File: src/hw/rtl/quadrature_decoder_angle_core_assert.svh
// Assertion macros shared by the quadrature decoder RTL.
`ifndef QUADRATURE_DECODER_ANGLE_CORE_ASSERT_SVH
`define QUADRATURE_DECODER_ANGLE_CORE_ASSERT_SVH

// Same-cycle implication, clocked by i_clk, off during reset.
`define QDEC_AST_IMP(lbl, pre, post) \
    lbl: assert property (@(posedge i_clk) disable iff (!i_rst_n) (pre) |-> (post)) \
        else $error("qdec assertion failed");

// Next-cycle implication, clocked by i_clk, off during reset.
`define QDEC_AST_NXT(lbl, pre, post) \
    lbl: assert property (@(posedge i_clk) disable iff (!i_rst_n) (pre) |=> (post)) \
        else $error("qdec assertion failed");

`endif

File: src/hw/rtl/qdec_pkg.sv
// Types and constants of the quadrature decoder.
`default_nettype none

package qdec_pkg;

    // Width of the pulse, index and turn counters
    localparam int COUNT_WIDTH = 32;
    localparam int OUT_CNT_W   = 32;
    localparam int POS_W       = 19;
    localparam int CPT_W       = 18;
    localparam int DPC_W       = 23;
    localparam int TANG_W      = 26;
    localparam int AANG_W      = 56;
    localparam int CFG_IDX_W   = 2;
    localparam int CFG_DATA_W  = 23;
    localparam int IN_TDATA_W  = 72;
    localparam int OUT_TDATA_W = 200;

    // Reset values of the configuration registers
    localparam logic [CPT_W-1:0] CPT_RESET = CPT_W'(2048);
    localparam logic [DPC_W-1:0] DPC_RESET = DPC_W'(11520);

    // Widest legal within-turn count
    localparam logic signed [POS_W-1:0] TPOS_MAX = POS_W'(262140);

    // Command codes
    typedef enum logic [1:0] {
        OP_SAMPLE = 2'd0,
        OP_CLEAR  = 2'd1,
        OP_LOAD   = 2'd2
    } t_op;

    // Configuration register indexes
    typedef enum logic [CFG_IDX_W-1:0] {
        CFG_DECODE_MODE = 2'd0,
        CFG_CPT         = 2'd1,
        CFG_DPC         = 2'd2,
        CFG_ENABLE      = 2'd3
    } t_cfg_idx;

    // Decode mode values
    localparam logic MODE_X2 = 1'b0;
    localparam logic MODE_X4 = 1'b1;

    typedef struct packed {
        logic signed [31:0] load_revs;
        logic signed [31:0] load_pulses;
        logic               index_level;
        logic               chan_b;
        logic               chan_a;
        logic [1:0]         op;
    } t_in_item;

    typedef struct packed {
        logic             decode_mode;
        logic [CPT_W-1:0] counts_per_turn;
        logic [DPC_W-1:0] degrees_per_count;
        logic             decode_enable;
    } t_cfg;

    typedef struct packed {
        logic signed [COUNT_WIDTH-1:0] pulse_total;
        logic signed [COUNT_WIDTH-1:0] index_total;
        logic signed [COUNT_WIDTH-1:0] turn_total;
        logic signed [POS_W-1:0]       turn_counts;
        logic [1:0]                    last_ab;
    } t_state;

    typedef struct packed {
        logic [1:0]                  ab_state;
        logic signed [AANG_W-1:0]    total_angle_q16;
        logic signed [TANG_W-1:0]    turn_angle_q16;
        logic signed [POS_W-1:0]     turn_position;
        logic signed [OUT_CNT_W-1:0] turns;
        logic signed [OUT_CNT_W-1:0] index_revs;
        logic signed [OUT_CNT_W-1:0] pulse_count;
    } t_result;

endpackage

`default_nettype wire

File: src/hw/rtl/qdec_decode.sv
// Decode stage: holds the counter state and applies one command per advance.
`default_nettype none

module qdec_decode (
    input  wire logic              i_clk,
    input  wire logic              i_rst_n,
    input  wire logic              i_adv,
    input  wire qdec_pkg::t_in_item i_item,
    input  wire qdec_pkg::t_cfg    i_cfg,
    output qdec_pkg::t_state       o_state
);
    import qdec_pkg::*;

    t_state r_st, n_st;
    logic   r_last_index, n_last_index;
    logic   r_primed, n_primed;

    logic [1:0]              cur_ab;
    logic [1:0]              prev_ab;
    logic                    eval;
    logic                    step_up;
    logic                    step_dn;
    logic signed [POS_W:0]   tc_step;
    logic signed [POS_W:0]   lim;
    logic                    pos_ok;
    logic                    adv_clear;
    logic                    adv_prime;

    // A/B transition rules
    always_comb begin
        cur_ab  = {i_item.chan_a, i_item.chan_b};
        prev_ab = r_st.last_ab;
        eval    = 1'b0;
        step_up = 1'b0;
        step_dn = 1'b0;
        if (i_cfg.decode_mode == MODE_X2) begin
            if (prev_ab[1] != cur_ab[1]) begin
                eval    = 1'b1;
                step_up = (prev_ab == 2'd3 && cur_ab == 2'd0) ||
                          (prev_ab == 2'd0 && cur_ab == 2'd3);
                step_dn = (prev_ab == 2'd2 && cur_ab == 2'd1) ||
                          (prev_ab == 2'd1 && cur_ab == 2'd2);
            end
        end else begin
            if (prev_ab != cur_ab) begin
                eval = 1'b1;
                if ((prev_ab ^ cur_ab) != 2'd3) begin
                    step_dn = prev_ab[0] ^ cur_ab[1];
                    step_up = ~(prev_ab[0] ^ cur_ab[1]);
                end
            end
        end
    end

    // Within-turn count after the step, and the wrap limit (zero acts as one)
    always_comb begin
        tc_step = (POS_W+1)'(r_st.turn_counts);
        if (step_up) begin
            tc_step = tc_step + (POS_W+1)'(1);
        end else if (step_dn) begin
            tc_step = tc_step - (POS_W+1)'(1);
        end
        lim = (i_cfg.counts_per_turn == '0) ? (POS_W+1)'(1)
                                            : (POS_W+1)'(i_cfg.counts_per_turn);
    end

    // Next state per command
    always_comb begin
        n_st         = r_st;
        n_last_index = r_last_index;
        n_primed     = r_primed;
        case (i_item.op)
            OP_SAMPLE: begin
                if (!r_primed) begin
                    n_st.last_ab = cur_ab;
                    n_last_index = i_item.index_level;
                    n_primed     = 1'b1;
                end else begin
                    if (!r_last_index && i_item.index_level) begin
                        n_st.index_total = r_st.index_total + COUNT_WIDTH'(1);
                    end
                    n_last_index = i_item.index_level;
                    if (i_cfg.decode_enable && eval) begin
                        if (step_up) begin
                            n_st.pulse_total = r_st.pulse_total + COUNT_WIDTH'(1);
                        end else if (step_dn) begin
                            n_st.pulse_total = r_st.pulse_total - COUNT_WIDTH'(1);
                        end
                        if (tc_step >= lim) begin
                            n_st.turn_counts = '0;
                            n_st.turn_total  = r_st.turn_total + COUNT_WIDTH'(1);
                        end else if (tc_step <= -lim) begin
                            n_st.turn_counts = '0;
                            n_st.turn_total  = r_st.turn_total - COUNT_WIDTH'(1);
                        end else begin
                            n_st.turn_counts = POS_W'(tc_step);
                        end
                        n_st.last_ab = cur_ab;
                    end
                end
            end
            OP_CLEAR: begin
                n_st.pulse_total = '0;
                n_st.index_total = '0;
                n_st.turn_total  = '0;
                n_st.turn_counts = '0;
            end
            OP_LOAD: begin
                n_st.pulse_total = COUNT_WIDTH'(i_item.load_pulses);
                n_st.index_total = COUNT_WIDTH'(i_item.load_revs);
            end
            default: begin
            end
        endcase
    end

    // State registers
    always_ff @(posedge i_clk) begin
        if (!i_rst_n) begin
            r_st         <= '0;
            r_last_index <= 1'b0;
            r_primed     <= 1'b0;
        end else if (i_adv) begin
            r_st         <= n_st;
            r_last_index <= n_last_index;
            r_primed     <= n_primed;
        end
    end

    assign o_state = r_st;

    // assertion terms
    assign pos_ok    = (r_st.turn_counts <= TPOS_MAX) && (r_st.turn_counts >= -TPOS_MAX);
    assign adv_clear = i_adv && (i_item.op == OP_CLEAR);
    assign adv_prime = i_adv && !r_primed && (i_item.op == OP_SAMPLE);

    `include "quadrature_decoder_angle_core_assert.svh"

    // within-turn count never leaves the widest legal turn
    `QDEC_AST_IMP(a_pos_range, 1'b1, pos_ok)
    // a clear command zeroes all counters
    `QDEC_AST_NXT(a_clear, adv_clear, r_st.pulse_total == '0 && r_st.turn_counts == '0)
    // nothing is counted before the first sample primes the history
    `QDEC_AST_NXT(a_prime, adv_prime, $stable(r_st.pulse_total) && r_primed)

endmodule

`default_nettype wire

File: config.mk
export PLATFORM = sky130hd
export DESIGN_NAME = qdec_decode
export DESIGN_NICKNAME = d
export VERILOG_FILES = /design/src/hw/rtl/qdec_pkg.sv /design/src/hw/rtl/qdec_decode.sv
export VERILOG_INCLUDE_DIRS = /design/src /design/src/hw/rtl
export SDC_FILE = /design/constraint.sdc
export NUM_CORES = 1
export LEC_CHECK = 0
export ABC_CLOCK_PERIOD_IN_PS = 9800
export BUFFER_PORTS_ARGS = -buffer_cell sky130_fd_sc_hd__clkbuf_2
export CORE_MARGIN = 2
export CORE_UTILIZATION = 52
export CTS_BUF_LIST = sky130_fd_sc_hd__clkbuf_4 sky130_fd_sc_hd__clkbuf_8
export DETAILED_ROUTE_END_ITERATION = 12
export GPL_TIMING_DRIVEN = 0
export PLACE_DENSITY = 0.87
export SLEW_MARGIN = 20
export SYNTH_ARGS = -nofsm -noshare
export SYNTH_HDL_FRONTEND = slang
export SYNTH_SLANG_ARGS = --single-unit
File: constraint.sdc
create_clock -name i_clk -period 9.8 [get_ports i_clk]
set_input_delay 0.98 -clock i_clk [delete_from_list [all_inputs] [get_ports i_clk]]
set_output_delay 0.98 -clock i_clk [all_outputs]
set_load 0.01 [all_outputs]
==> results.sh, run 1 <==
export IMPL_gp_congestion=0.932
export IMPL_drtIter0Drc=968
export IMPL_drc=0
export IMPL_portBuffers=208
export IMPL_cts_root_buf="clkbuf_8"
export IMPL_post_cts_buffers=0
export IMPL_async_flop_share=0
export IMPL_setup_viol=0
export IMPL_drt_total_wl_microns=33100
export IMPL_critPathLaunchType="input pin"
export IMPL_rows=51
export IMPL_ys_flop_type="dfxtp_1"
export IMPL_avgSynthCellArea_sq_um=7.63
export IMPL_grt_pass1_wl_microns=52000
export IMPL_first_pass_iters=5
export IMPL_initial_core_util=0.527
export IMPL_end_kind="flop"
export IMPL_maxSlewViolCount=0
export IMPL_tns_ns=0
export IMPL_timing_final_hold_violations=0
export IMPL_combPwrFrac=0.418
export IMPL_required_ns=10.14
export IMPL_p_per_area_nw_per_um2=139
export IMPL_leakage_nw=5.36
export IMPL_synth_seq_cells=119
export IMPL_seqPwrFrac=0.323
export IMPL_area_growth_pct=17.0
export IMPL_ios=232
export IMPL_worst_ir_drop_vdd_mv=0.0978
export IMPL_synth_edff_count=0
export IMPL_gr_total_overflow=0
export IMPL_r2r_start="prev_ab[1]$_SDFFE_PN0P_"
export IMPL_yosysUniqueCellTypes=67
export IMPL_timing_critical_path_buf_inv=5
export IMPL_worstMarginPinSlew_ns=1.11
export IMPL_cts_max_path_buffers=2
export IMPL_cp_top_family="compound AO/OA/AOI/OAI gates"
export IMPL_grt_pass1_vias=10400
export IMPL_rsz0062_at_grt="false"
export IMPL_startpoint="i_item[3]"
export IMPL_hp_start="r_last_index$_SDFFE_PN0P_"
export IMPL_critPathMaxStageDelay_ns=0.86
export IMPL_r2r_end="o_state[52]$_SDFFE_PN0P_"
export IMPL_max_slew_margin_rel=0.258
export IMPL_status="complete, no violations"
export IMPL_ys_seq_area_frac=0.234
export IMPL_cp_max_fo=34
export IMPL_cts_resized=0
export IMPL_via_count=11300
export IMPL_die_height_microns=144
export IMPL_nNetsFinal=1784
export IMPL_ant_nets=0
export IMPL_clk_latency_ns=0.46
export IMPL_syn_nets=1557
export IMPL_wl_per_cell_microns=18.0
export IMPL_fmax_ghz=0.117
export IMPL_p_clk_frac=0.259
export IMPL_swShare=0.401
export IMPL_hpwl_microns=24800
export IMPL_antenna_found_initial=0
export IMPL_final_min_clock_period_ns=8.53
export IMPL_core_area_sq_um=19300
export IMPL_p_int_mw=0.997
export IMPL_track_usage=0.315
export IMPL_holdBufCountCts=0
export IMPL_critPathArrivalTime_ns=8.87
export IMPL_n_fill_cell=1731
export IMPL_cts_buffers=17
export IMPL_power_switching_mw=0.666
export IMPL_via_per_inst=6.13
export IMPL_drive_gt1_frac=0.171
export IMPL_dieArea_sq_um=20700
export IMPL_h_tree_depth=4
export IMPL_cp_num_cells=29
export IMPL_total_power_mw=1.66
export IMPL_reg2reg_setup_slack_ns=1.46
export IMPL_hold_path_class="reg2reg"
export IMPL_grt_max_degree=35
export IMPL_cts_tree="yes"
export IMPL_r2r_cells=28
export IMPL_die_x_microns=144
export IMPL_fin_crit_sh=0.870
export IMPL_clk_pin_slew_ns=0.07
export IMPL_synthCells=1336
export IMPL_synth_area_sq_um=10200
export IMPL_crit_top_cell="a21oi_1"
export IMPL_max_cap_viol_count=0
export IMPL_path_class="in2reg"
export IMPL_clock_sinks=119
export IMPL_endpoint="o_state[52]$_SDFFE_PN0P_"
export IMPL_yosys_warnings=0
export IMPL_slowest_stage="clkinv_1"
export IMPL_worst_clock_skew_ns=0.0117
power groups by stage:
stage | logic (mW) | clock network, mW | registers [mW]
floorplan | 0.492 | 0 | 0.553
detailed placement | 0.678 | 0 | 0.547
global route | 0.770 | 0.457 | 0.541
global placement | 0.659 | 0 | 0.547
CTS | 0.684 | 0.434 | 0.536
finish | 0.695 | 0.431 | 0.538
how the worst min path moves through the flow:
stage	cells past startpoint	slack (ns)	endpoint
floorplan	2	0.44	r_last_index$_SDFFE_PN0P_
global placement	2	0.45	r_last_index$_SDFFE_PN0P_
detailed placement	2	0.46	r_last_index$_SDFFE_PN0P_
CTS	2	0.47	r_last_index$_SDFFE_PN0P_
global route	2	0.48	r_last_index$_SDFFE_PN0P_
finish	2	0.47	r_last_index$_SDFFE_PN0P_
cell usage in the layout (no fill, tap or decap), types with 32 or more instances in the layout:
master / synthesis / layout
nand3_1: 37 / 37
a22oi_1: 52 / 52
inv_1: 56 / 54
xnor2_1: 61 / 61
dfxtp_1: 119 / 119
nand2_1: 91 / 91
ha_1: 104 / 104
nor3_1: 32 / 32
nor2_1: 137 / 137
o21ai_0: 99 / 99
clkbuf_2: 0 / 208
a21o_1: 36 / 36
a21oi_1: 124 / 124
clkbuf_1: 51 / 51
state kept, by name, indices dropped and copies added (netlist names):
name / flops
o_state: 115
prev_ab: 2
r_last_index: 1
r_primed: 1
cells by family (layout without fill, tap and decap cells):
kind of cell | Yosys count | after routing | synth area share
compound gates | 470 | 470 | 0.300
xor+xnor | 86 | 86 | 0.0739
fa+ha+maj | 106 | 106 | 0.132
buf+inv | 123 | 363 | 0.0503
flops | 119 | 119 | 0.234
mux | 11 | 11 | 0.0110
other cells | 1 | 2 | 0.000368
simple gates | 420 | 420 | 0.200
cell usage after synthesis, types with 4 or more instances:
cell,n,area share
ha_1,104,0.13
a31oi_1,13,0.0080
a21o_1,36,0.027
a211oi_1,23,0.017
o21a_1,12,0.0088
o21ai_1,7,0.0034
and2_1,8,0.0049
nand2b_1,9,0.0055
o21ai_0,99,0.049
o21bai_1,8,0.0059
a311oi_1,10,0.0086
buf_6,4,0.0044
o211ai_1,11,0.0081
and4_1,8,0.0069
a221oi_1,6,0.0052
nor3_1,32,0.016
a22oi_1,52,0.038
mux2i_1,9,0.0088
a21oi_1,124,0.061
or3_1,10,0.0061
xor2_1,25,0.021
and3_1,22,0.013
a21boi_0,4,0.0029
a32oi_1,8,0.0069
xnor2_1,61,0.052
or2_2,6,0.0037
buf_4,4,0.0029
clkbuf_1,51,0.019
o31ai_1,11,0.0081
dfxtp_1,119,0.23
nand3_1,37,0.018
a211o_1,5,0.0043
buf_2,5,0.0025
nand4_1,19,0.012
inv_1,56,0.021
nor2_1,137,0.050
nand2_1,91,0.033
a221o_1,12,0.012
nor4_1,9,0.0055
nor2b_1,17,0.010
stage by stage:
| step | area [sq um] | util | hold WS [ns] | std cells | setup WS (ns) |
|---|---|---|---|---|---|
| floorplan | 10200 | - | 0.436 | 1336 | 2.51 |
| finish | 11900 | 0.617 | 0.470 | 1842 | 1.27 |
| CTS | 11900 | 0.617 | 0.466 | 1841 | 1.18 |
| detailed placement | 11600 | 0.598 | 0.456 | 1809 | 0.805 |
| global placement | 11600 | 0.598 | 0.446 | 1809 | 0.495 |
| global route | 11900 | 0.617 | 0.479 | 1841 | 0.543 |
metal layers:
layer,global-route usage,part of all wire,vias to the layer above
met5,0,0,-
met4,0.117,0.029,0
met3,0.0596,0.096,85
met2,0.520,0.47,568
met1,0.411,0.41,5216
li1,-,-,5430
tightest hold or removal path: cells and delay by family, from the launching register on:
| kind | cells | cell delay [ns] |
|---|---|---|
| flip-flops | 1 | 0.32 |
| AND/OR/NAND/NOR | 1 | 0.06 |
| AO/OA/AOI/OAI | 1 | 0.05 |
area by class of cell:
| class | count | area, sq um | area share |
|---|---|---|---|
| multi-input cells | 1094 | 7300 | 0.612 |
| flip-flops and latches | 119 | 2380 | 0.200 |
| repair buffers | 208 | 1040 | 0.0872 |
| well taps | 265 | 332 | 0.0278 |
| plain buffers | 65 | 295 | 0.0247 |
| clock buffers | 19 | 255 | 0.0214 |
| inverters | 58 | 218 | 0.0182 |
| clock inverters | 13 | 108 | 0.00902 |
| diodes | 1 | 2.50 | 0.000210 |
(Power assumes the default switching activity.)
==> run 2: changes to the inputs <==
==> constraint.sdc (replaced) <==
create_clock -name i_clk -period 9.8 [get_ports i_clk]
set_input_delay 2.45 -clock i_clk [delete_from_list [all_inputs] [get_ports i_clk]]
set_output_delay 2.45 -clock i_clk [all_outputs]
set_load 0.01 [all_outputs]
==> run 2 against run 1 <==
Hold slack got worse by 0.0032 ns. Clock-buffer cell count unchanged. Largest power group unchanged. Non-clock buffer count unchanged.
==> results.sh, run 2 (synthesis results as in run 1) <==
export IMPL_end_kind="flop"
export IMPL_drive_gt1_frac=0.173
export IMPL_final_area_sq_um=11900
export IMPL_drc=0
export IMPL_rows=51
export IMPL_placed_area_sq_um=11600
export IMPL_grt_pass1_vias=10400
export IMPL_leakage_nw=5.36
export IMPL_die_height_microns=144
export IMPL_timing_final_hold_violations=0
export IMPL_crit_top_cell="o21ai_0"
export IMPL_final_cell_mix="clkbuf_2 (209), nor2_1 (137), a21oi_1 (123)"
export IMPL_final_min_clock_period_ns=9.25
export IMPL_holdWs_ns=0.467
export IMPL_status="complete, no violations"
export IMPL_r2r_start="prev_ab[1]$_SDFFE_PN0P_"
export IMPL_cts_tree="yes"
export IMPL_wl_per_cell_microns=17.9
export IMPL_drt_total_wl_microns=33000
export IMPL_min_delay_worst_endpoint="r_last_index$_SDFFE_PN0P_"
export IMPL_portBuffers=208
export IMPL_tns_ns=0
export IMPL_track_usage=0.315
export IMPL_holdBufCountCts=0
export IMPL_gr_total_overflow=0
export IMPL_worstMarginPinSlew_ns=0.957
export IMPL_antenna_found_initial=0
export IMPL_fmax_ghz=0.108
export IMPL_drtIter0Drc=933
export IMPL_clk_pin_slew_ns=0.08
export IMPL_final_cells=1842
export IMPL_cp_num_cells=29
export IMPL_core_area_sq_um=19300
export IMPL_fin_crit_sh=0.944
export IMPL_critPathLaunchType="input pin"
export IMPL_r2r_cells=28
export IMPL_reg2reg_setup_slack_ns=2.23
export IMPL_hp_start="r_last_index$_SDFFE_PN0P_"
export IMPL_r2r_end="o_state[45]$_SDFFE_PN0P_"
export IMPL_post_cts_buffers=0
export IMPL_grt_max_degree=35
export IMPL_hpwl_microns=24800
export IMPL_ios=232
export IMPL_dp_cells=1809
export IMPL_timing_critical_path_buf_inv=5
export IMPL_setup_viol=0
export IMPL_clk_latency_ns=0.46
export IMPL_max_slew_margin_rel=0.358
export IMPL_cts_buffers=17
export IMPL_h_tree_depth=4
export IMPL_die_x_microns=144
export IMPL_gp_congestion=0.932
export IMPL_max_cap_viol_count=0
export IMPL_min_path_cells=2
export IMPL_required_ns=10.14
export IMPL_area_growth_pct=17.2
export IMPL_final_common_cell="clkbuf_2"
export IMPL_initial_core_util=0.527
export IMPL_via_count=11300
export IMPL_slowest_stage="clkinvlp_4"
export IMPL_first_pass_iters=5
export IMPL_largest_reg_flops=115
export IMPL_critPathArrivalTime_ns=9.59
export IMPL_grt_pass1_wl_microns=52000
export IMPL_maxSlewViolCount=0
export IMPL_hold_path_class="reg2reg"
export IMPL_total_power_mw=1.66
export IMPL_cts_max_path_buffers=2
export IMPL_rsz0062_at_grt="false"
export IMPL_ant_nets=0
export IMPL_p_per_area_nw_per_um2=139
export IMPL_dieArea_sq_um=20700
export IMPL_clock_sinks=119
export IMPL_worst_clock_skew_ns=0.0116
export IMPL_cp_max_fo=34
export IMPL_cts_root_buf="clkbuf_8"
export IMPL_critPathMaxStageDelay_ns=0.45
export IMPL_nNetsFinal=1784
export IMPL_via_per_inst=6.15
export IMPL_path_class="in2reg"
export IMPL_cp_top_family="compound AO/OA/AOI/OAI gates"
export IMPL_worst_ir_drop_vdd_mv=0.0970
-- run 2: report_power, final --
part | switching, mW | internal [mW]
Combinational | 0.416 | 0.281
Sequential | 0.0279 | 0.509
Clock | 0.224 | 0.207
Total | 0.667 | 0.998
-- run 2: area by class of cell --
cell class	count	area (sq um)
clock inverter	13	108
sequential	119	2380
antenna	1	2.50
multi-input combinational	1094	7310
inverter	58	224
timing repair buffer	208	1040
tap	265	332
buffer	65	297
clock buffer	19	255
fill	1732	7390
-- run 2: how the worst max path moves through the flow --
stage	start	slack, ns	endpoint
after floorplan	i_item[2]	1.04	o_state[52]$_SDFFE_PN0P_
after global placement	i_item[2]	-0.97	o_state[52]$_SDFFE_PN0P_
after detailed placement	i_item[3]	-0.67	o_state[52]$_SDFFE_PN0P_
after CTS	i_item[3]	0.14	o_state[52]$_SDFFE_PN0P_
after global routing	i_item[3]	0.04	o_state[52]$_SDFFE_PN0P_
final	i_item[2]	0.55	o_state[45]$_SDFFE_PN0P_
-- run 2: repair_timing --
action	CTS	global route
endpoints found under the hold margin	0	0
resized for setup	1	5
endpoints found under the setup margin	4	12
-- run 2: worst reg2reg max path, delay by kind of cell (launching register included) --
family | cells | cell delay (ns)
flip-flops | 1 | 0.43
XOR/XNOR | 1 | 0.30
adder cells (fa/ha/maj) | 2 | 0.67
buffers and inverters | 4 | 1.17
AO/OA/AOI/OAI | 16 | 3.76
AND/OR/NAND/NOR | 5 | 1.13
-- run 2: through the flow --
stage / setup WS [ns] / utilization
final: 0.552 / 0.618
after global routing: 0.0400 / 0.618
after CTS: 0.136 / 0.617
after detailed placement: -0.665 / 0.598
after global placement: -0.975 / 0.598
after floorplan: 1.04 / -
-- run 2: routing by layer --
layer | vias up | global-route usage | part of all wire
met2 | 557 | 0.520 | 0.47
met1 | 5255 | 0.411 | 0.41
li1 | 5426 | - | -
met5 | - | 0 | 0
met3 | 89 | 0.0596 | 0.094
met4 | 0 | 0.117 | 0.030
